<file path="src/hdl/gfsr_pkg.sv">
`timescale 1ns / 1ps

package gfsr_pkg;

   localparam int RING_DEPTH = 624;
   localparam int ADDR_W     = $clog2(RING_DEPTH);
   localparam int SUM_W      = ADDR_W + 1;
   localparam int WORD_W     = 32;
   localparam int OFF_W      = 10;
   localparam int SHIFT_W    = 5;
   localparam int KIND_W     = 2;
   localparam int COUNT_W    = 3;
   localparam int CSR_IDX_W  = 3;
   localparam int CSR_DATA_W = 10;
   localparam int WORDS_WIDE = 4;

   localparam logic [WORD_W-1:0] SEED_MULT = 32'd31415;

   // reciprocal division of a ten-bit value by the ring depth
   localparam int MOD_SHIFT = 20;
   localparam int PROD_W    = MOD_SHIFT + OFF_W;
   localparam int RECIP     = (1 << MOD_SHIFT) / RING_DEPTH + 1;

   localparam logic [KIND_W-1:0] KIND_SEED = 2'd0;
   localparam logic [KIND_W-1:0] KIND_ONE  = 2'd1;
   localparam logic [KIND_W-1:0] KIND_FOUR = 2'd2;

   localparam logic [CSR_IDX_W-1:0] CSR_LAG_OFFSET  = 3'd0;
   localparam logic [CSR_IDX_W-1:0] CSR_FEEDBACK    = 3'd1;
   localparam logic [CSR_IDX_W-1:0] CSR_OUTPUT      = 3'd2;
   localparam logic [CSR_IDX_W-1:0] CSR_RIGHT_SHIFT = 3'd3;
   localparam logic [CSR_IDX_W-1:0] CSR_LEFT_SHIFT  = 3'd4;

   typedef struct packed {
      logic [SHIFT_W-1:0] feedback_shift;
      logic [SHIFT_W-1:0] output_shift;
      logic [SHIFT_W-1:0] right_shift_amount;
      logic [SHIFT_W-1:0] left_shift_amount;
   } shift_cfg_type;

   // quotient of x by the ring depth, exact for every ten-bit x
   function automatic logic [OFF_W-1:0] quot_ring(input logic [OFF_W-1:0] x);
      logic [PROD_W-1:0] prod;
      prod = PROD_W'(x) * PROD_W'(RECIP);
      return prod[MOD_SHIFT +: OFF_W];
   endfunction

   // remainder once the quotient is known
   function automatic logic [ADDR_W-1:0] rem_ring(input logic [OFF_W-1:0] x,
                                                  input logic [OFF_W-1:0] q);
      logic [PROD_W-1:0] r;
      r = PROD_W'(x) - PROD_W'(q) * PROD_W'(RING_DEPTH);
      return r[ADDR_W-1:0];
   endfunction

   // sum of two ring indexes, both below the depth
   function automatic logic [ADDR_W-1:0] wrap_add(input logic [ADDR_W-1:0] a,
                                                  input logic [ADDR_W-1:0] b);
      logic [SUM_W-1:0] s;
      s = {1'b0, a} + {1'b0, b};
      if (s >= SUM_W'(RING_DEPTH)) begin
         s = s - SUM_W'(RING_DEPTH);
      end
      return s[ADDR_W-1:0];
   endfunction

endpackage

</file>
<file path="src/hdl/gfsr_mix.sv">
`timescale 1ns / 1ps

module gfsr_mix (
   input  logic [gfsr_pkg::WORD_W-1:0] cur_word,
   input  logic [gfsr_pkg::WORD_W-1:0] lag_word,
   input  logic [gfsr_pkg::WORD_W-1:0] lung_word,
   input  gfsr_pkg::shift_cfg_type     shift_cfg,
   output logic [gfsr_pkg::WORD_W-1:0] entry_word,
   output logic [gfsr_pkg::WORD_W-1:0] mix_word
);

   logic [gfsr_pkg::WORD_W-1:0] base_word;

   assign base_word = lung_word
                    ^ (cur_word >> shift_cfg.right_shift_amount)
                    ^ (cur_word << shift_cfg.left_shift_amount)
                    ^ lag_word;
   assign mix_word   = base_word ^ (base_word << shift_cfg.feedback_shift);
   assign entry_word = cur_word ^ mix_word ^ (mix_word << shift_cfg.output_shift);

endmodule

</file>
<file path="config.mk">
export PLATFORM = sky130hd
export DESIGN_NAME = gfsr_mix
export DESIGN_NICKNAME = d
export VERILOG_FILES = /design/src/hdl/gfsr_pkg.sv /design/src/hdl/gfsr_mix.sv
export SDC_FILE = /design/constraint.sdc
export NUM_CORES = 1
export LEC_CHECK = 0
export ABC_AREA = 1
export BUFFER_PORTS_ARGS = -buffer_cell sky130_fd_sc_hd__buf_2
export CORE_ASPECT_RATIO = 0.9
export CORE_MARGIN = 10
export CORE_UTILIZATION = 40
export DETAILED_ROUTE_END_ITERATION = 8
export PLACE_DENSITY = 0.7
export SLEW_MARGIN = 40
export SYNTH_ARGS = -nofsm -noshare
export SYNTH_HDL_FRONTEND = slang
export SYNTH_SLANG_ARGS = --single-unit
</file>
<file path="constraint.sdc">
create_clock -name vclk -period 4.9
set_input_delay 0 -clock vclk [all_inputs]
set_output_delay 0 -clock vclk [all_outputs]
set_load 0.05 [all_outputs]
</file>
==> Word level (Yosys, flattened, before mapping) <==
Cells that the tools add are included.
{ "classes": {"multipliers": 0, "n_addsub": 0, "eq_ne": 0, "n_shift": 4, "n_bitwise": 6, "mux": 0, "reduce_logical": 0, "div_mod_pow": 0, "magnitude_cmp": 0} }
{ "ops": {"columns": ["op", "n"], "rows": [
  ["bitwise XOR 32 bit", 6],
  ["left shift 32 x 5 -> 32 bit", 3],
  [">> shifter 32 x 5 -> 32 bit", 1]
]} }
{ "word_totals": {"elab_cells": 10, "latchBits": 0, "reg_bits": 0, "mem_bits_ro": 0, "input_bits": 116, "mem_bits_rw": 0, "memories": 0} }

==> Longest topological paths before layout <==
{ "depth": {"depth_word": 8, "depth_mapped": 32, "mapped_depth_nobuf": 30} }

==> Worst setup path after synthesis <==
No wires, ideal clock.
{ "synth_timing": {"kind": "input to output", "start": "input shift_cfg[5] in the netlist's numbering", "end": "output entry_word[7] in the netlist's numbering", "required_ns": 4.900, "setup_slack_ns": 1.708, "cell_stages": 25, "arrival_ns": 3.192, "cell_sequence": "buf_6 -> inv_8 -> buf_8 -> nand2_1 -> nand3_1 -> nand3_1 -> nand3_2 -> nand3_2 -> a21o_1 -> nand2_2 -> nand2_2 -> nand2_2 -> nand3_2 -> nor2_4 -> nand2_1 -> nand2_1 -> nand2_2 -> inv_1 -> nand2_1 -> nand2_1 -> o21a_1 -> nand2_1 -> nand2_1 -> nand3_1 -> xnor2_1"} }
{ "synth_via": {"elab_chain_len": 8, "word_cells_on_any_way": 9, "classes_between": "shift (3); bitwise (6)"} }
{ "synth_lines": {"columns": ["element", "line_no", "source"], "rows": [
  ["start: declaration", "gfsr_mix.sv:7", "input gfsr_pkg::shift_cfg_type shift_cfg,"],
  [">> shifter 32 x 5 -> 32 bit *", "gfsr_mix.sv:15", "^ (cur_word >> shift_cfg.right_shift_amount)"],
  ["bitwise XOR 32 bit *", "gfsr_mix.sv:15", null],
  ["bitwise XOR 32 bit *", "gfsr_mix.sv:16", "^ (cur_word << shift_cfg.left_shift_amount)"],
  ["bitwise XOR 32 bit *", "gfsr_mix.sv:17", "^ lag_word;"],
  ["left shift 32 x 5 -> 32 bit", "gfsr_mix.sv:18", "assign mix_word = base_word ^ (base_word << shift_cfg.feedback_shift);"],
  ["bitwise XOR 32 bit *", "gfsr_mix.sv:18", null],
  ["net mix_word, one bit", "gfsr_mix.sv:9", "output logic [gfsr_pkg::WORD_W-1:0] mix_word"],
  ["left shift 32 x 5 -> 32 bit *", "gfsr_mix.sv:19", "assign entry_word = cur_word ^ mix_word ^ (mix_word << shift_cfg.output_shift);"],
  ["bitwise XOR 32 bit *", "gfsr_mix.sv:19", null],
  ["end: declaration", "gfsr_mix.sv:8", "output logic [gfsr_pkg::WORD_W-1:0] entry_word,"]
]} }
The timed path passes the listed nets; every way through them passes the cells marked *.

==> Final worst setup path <==
{ "layout_timing": {"start": "input shift_cfg[8] in the netlist's numbering", "end": "output entry_word[31] in the netlist's numbering"} }
{ "layout_via": {"elab_chain_len": 8, "word_cells_on_any_way": 9, "classes_between": "shift (3); bitwise (6)"} }
{ "layout_lines": {"columns": ["element", "line_no"], "rows": [
  [">> shifter 32 x 5 -> 32 bit *", "gfsr_mix.sv:15"],
  ["bitwise XOR 32 bit *", "gfsr_mix.sv:15"],
  ["bitwise XOR 32 bit *", "gfsr_mix.sv:16"],
  ["bitwise XOR 32 bit *", "gfsr_mix.sv:17"],
  ["left shift 32 x 5 -> 32 bit", "gfsr_mix.sv:18"],
  ["bitwise XOR 32 bit *", "gfsr_mix.sv:18"],
  ["left shift 32 x 5 -> 32 bit or bitwise XOR 32 bit (tied branches)", "gfsr_mix.sv:19"],
  ["bitwise XOR 32 bit *", "gfsr_mix.sv:19"]
]} }
Every way passes the cells marked *; elsewhere a longest branch is shown, timed or not.

==> flow_summary.json <==
{
  "cts_repair_resize_count": 0,
  "postSynthCellCount": 2101,
  "die_height_um": 174,
  "power_leakage_nw": 6.05,
  "drc_violations": 0,
  "synth-seq-area-share": 0,
  "drt-total-wl_mm": 55.2,
  "run_status": "finished, final reports clean",
  "cts_setup_buffers": 0,
  "share_of_total_power_consumed_by_net_switching": 0.750,
  "required_ns": 4.90,
  "power_density_nw_per_um2": 242,
  "nFlopsAndLatches": 0,
  "area_growth_pct": 6.91,
  "post_synth_instance_area_sq_um": 10600,
  "worst_pin_slew_ns": 0.771,
  "dr_total_vias": 15300,
  "fp.dieW_um": 191,
  "grt_max_degree": 50,
  "cp_max_fo": 36,
  "std_cell_rows": 56,
  "postSynthAreaPerCell_sq_um": 5.04,
  "max_cap_violations": 0,
  "yosysWarnings": 0,
  "totalNegativeSetupSlack_ns": 0,
  "worst_hold_class": "in2out",
  "achievable-frequency_mhz": 241,
  "share_comb_of_total_power": 1.000,
  "portBuffers": 180,
  "timing.final.hold_violations": 0,
  "postRouteAntennaNets": 0,
  "power.share.sequential": 0,
  "timing.critical_path.arrival_ns": 4.16,
  "ir_drop_mv": 0.242,
  "unrepaired_setup_endpoints_after_global_routing": "false",
  "ff_latch_area_sq_um": 0,
  "design.die.area_sq_um": 33400,
  "wl_per_cell_um": 21.9,
  "synth_area_leaders": "sky130_fd_sc_hd__nand3_1 40%, sky130_fd_sc_hd__nand2_1 23%, sky130_fd_sc_hd__nand3_2 6.8%",
  "place_hpwl_mm": 44.9,
  "post_cts_hold_buffer_count": 0,
  "slew_headroom": 0.485,
  "timing.final.crit_share": 0.848,
  "timing_max_transition_violations_final": 0,
  "number_of_different_library_cells_in_the_post_synthesis_netlist": 41,
  "drive_gt1_frac": 0.178,
  "clk_buf": 0,
  "grt_remaining_overflow": 0,
  "cp-start-kind": "input port",
  "floorplan.initialDensity": 0.406,
  "mappedNetlistNets": 2217,
  "num_io_pins": 180,
  "globalplace.congestion": 1.07,
  "total_power_w": 0.00273,
  "nNetsFinal": 2283,
  "grt.total_usage": 0.314,
  "antenna_found_initial": 0,
  "post_synth_top_area_cell": "sky130_fd_sc_hd__nand3_1",
  "worst_setup_path_end_kind": "output port",
  "violation_count_after_the_first_detailed_routing_iteration": 2644,
  "grt_first_pass_wirelength_mm": 83.0,
  "vias_per_cell": 6.09,
  "clockPowerShare": 0,
  "critical_setup_path_class": "in2out",
  "internal_power_w": 0.000683,
  "switchingPower_w": 0.00205,
  "detail_route.first_pass.iterations": 6,
  "min_period_ns": 4.16,
  "grt_pass1_vias": 13500,
  "fp.coreArea_sq_um": 26100,
  "report.final.setup_viol": 0,
  "yosysTopAreaCellShare": 0.402
}
[critical path, stage by stage]
cell	delay [ns]
sky130_fd_sc_hd__buf_2	0.29
sky130_fd_sc_hd__inv_2	0.61
sky130_fd_sc_hd__nand4_1	0.34
sky130_fd_sc_hd__nor2_1	0.30
sky130_fd_sc_hd__or2_1	0.16
sky130_fd_sc_hd__nand2_1	0.05
sky130_fd_sc_hd__nand3_1	0.06
sky130_fd_sc_hd__nand2_1	0.23
sky130_fd_sc_hd__nand2_1	0.15
sky130_fd_sc_hd__nand2_1	0.06
sky130_fd_sc_hd__nand2_1	0.05
sky130_fd_sc_hd__nand3_1	0.09
sky130_fd_sc_hd__nand3_1	0.12
sky130_fd_sc_hd__nand3_1	0.11
sky130_fd_sc_hd__nand2_1	0.09
sky130_fd_sc_hd__nand2_1	0.05
sky130_fd_sc_hd__nand2_1	0.30
sky130_fd_sc_hd__nand2_1	0.12
sky130_fd_sc_hd__nand3_1	0.11
sky130_fd_sc_hd__nand3_1	0.10
sky130_fd_sc_hd__nand3_1	0.15
sky130_fd_sc_hd__nand2_1	0.07
sky130_fd_sc_hd__nand2_1	0.06
sky130_fd_sc_hd__nand3_1	0.07
sky130_fd_sc_hd__nand2_1	0.11
sky130_fd_sc_hd__buf_2	0.28
[layout make-up]
type	instances	area [sq um]
Antenna cell	1	2.50
Fill cell	3035	14800
Inverter	118	452
Multi-Input combinational cell	1848	9360
Tap cell	348	435
Timing Repair Buffer	199	1060
[final timing paths]
kind / start / endpoint / cells after the start
max: shift_cfg[8] / entry_word[31] / 26
min: cur_word[19] / entry_word[19] / 5
[power groups by stage]
stage | logic, W | registers [W] | clock network (W)
2_1_floorplan | 0.00192 | 0 | 0
3_3_place_gp | 0.00265 | 0 | 0
3_5_place_dp | 0.00267 | 0 | 0
4_1_cts | 0.00267 | 0 | 0
5_1_grt | 0.00293 | 0 | 0
6_report | 0.00273 | 0 | 0.0000000000940
[per-layer routing]
metal  vias up  track usage  wire length, um
met5         -            0                0
met4         0       0.0976             2110
met3       129       0.0466             6770
met2      1045        0.446            22200
met1      6880        0.467            24100
li1       7265            -                -
[Yosys cell counts (5+ instances only)]
master,instances
sky130_fd_sc_hd__nand4_1,39
sky130_fd_sc_hd__nor2_1,15
sky130_fd_sc_hd__inv_2,17
sky130_fd_sc_hd__buf_4,9
sky130_fd_sc_hd__clkbuf_1,19
sky130_fd_sc_hd__nand3_2,72
sky130_fd_sc_hd__xor2_1,31
sky130_fd_sc_hd__buf_1,11
sky130_fd_sc_hd__o21ai_0,7
sky130_fd_sc_hd__xnor2_1,52
sky130_fd_sc_hd__buf_6,13
sky130_fd_sc_hd__nand2_2,71
sky130_fd_sc_hd__nand3_1,849
sky130_fd_sc_hd__nand3b_1,13
sky130_fd_sc_hd__nand2_1,661
sky130_fd_sc_hd__buf_2,81
sky130_fd_sc_hd__nor2_2,5
sky130_fd_sc_hd__nand2_4,5
sky130_fd_sc_hd__inv_1,97
[kinds of logic (layout without fill, tap and decap cells)]
logic type	Yosys count	count (layout)	share of synthesized area
buffers and inverters	253	317	0.115
AO/OA/AOI/OAI	23	23	0.0147
other	0	1	0
AND/OR/NAND/NOR	1742	1742	0.802
XOR/XNOR	83	83	0.0687
[layout by cell type, fill, tap and decap left out, types with 3 or more instances in the layout]
| master | n |
|---|---|
| sky130_fd_sc_hd__nand2_4 | 5 |
| sky130_fd_sc_hd__xnor2_1 | 52 |
| sky130_fd_sc_hd__and2_1 | 3 |
| sky130_fd_sc_hd__xor2_1 | 31 |
| sky130_fd_sc_hd__nor2_2 | 5 |
| sky130_fd_sc_hd__o21ai_0 | 7 |
| sky130_fd_sc_hd__nand4_1 | 39 |
| sky130_fd_sc_hd__nor2_1 | 15 |
| sky130_fd_sc_hd__nand2_1 | 661 |
| sky130_fd_sc_hd__nand2_2 | 71 |
| sky130_fd_sc_hd__nand3_2 | 72 |
| sky130_fd_sc_hd__buf_2 | 179 |
| sky130_fd_sc_hd__o211ai_1 | 3 |
| sky130_fd_sc_hd__o21ai_2 | 3 |
| sky130_fd_sc_hd__nand3b_1 | 13 |
| sky130_fd_sc_hd__buf_4 | 19 |
| sky130_fd_sc_hd__o21ai_1 | 3 |
| sky130_fd_sc_hd__nand3_1 | 849 |
| sky130_fd_sc_hd__inv_1 | 95 |
| sky130_fd_sc_hd__inv_2 | 19 |
[per-stage QoR]
stage | cells | util | instance area, sq um | worst slack, ns | hold WS [ns]
2_1_floorplan | 2101 | - | 10600 | 1.71 | 0.367
3_3_place_gp | 2513 | 0.434 | 11300 | 0.924 | 0.586
3_5_place_dp | 2513 | 0.434 | 11300 | 0.958 | 0.598
4_1_cts | 2513 | 0.434 | 11300 | 0.938 | 0.600
5_1_grt | 2513 | 0.434 | 11300 | 0.472 | 0.651
6_report | 2514 | 0.434 | 11300 | 0.744 | 0.605
(Power assumes the default switching activity.)
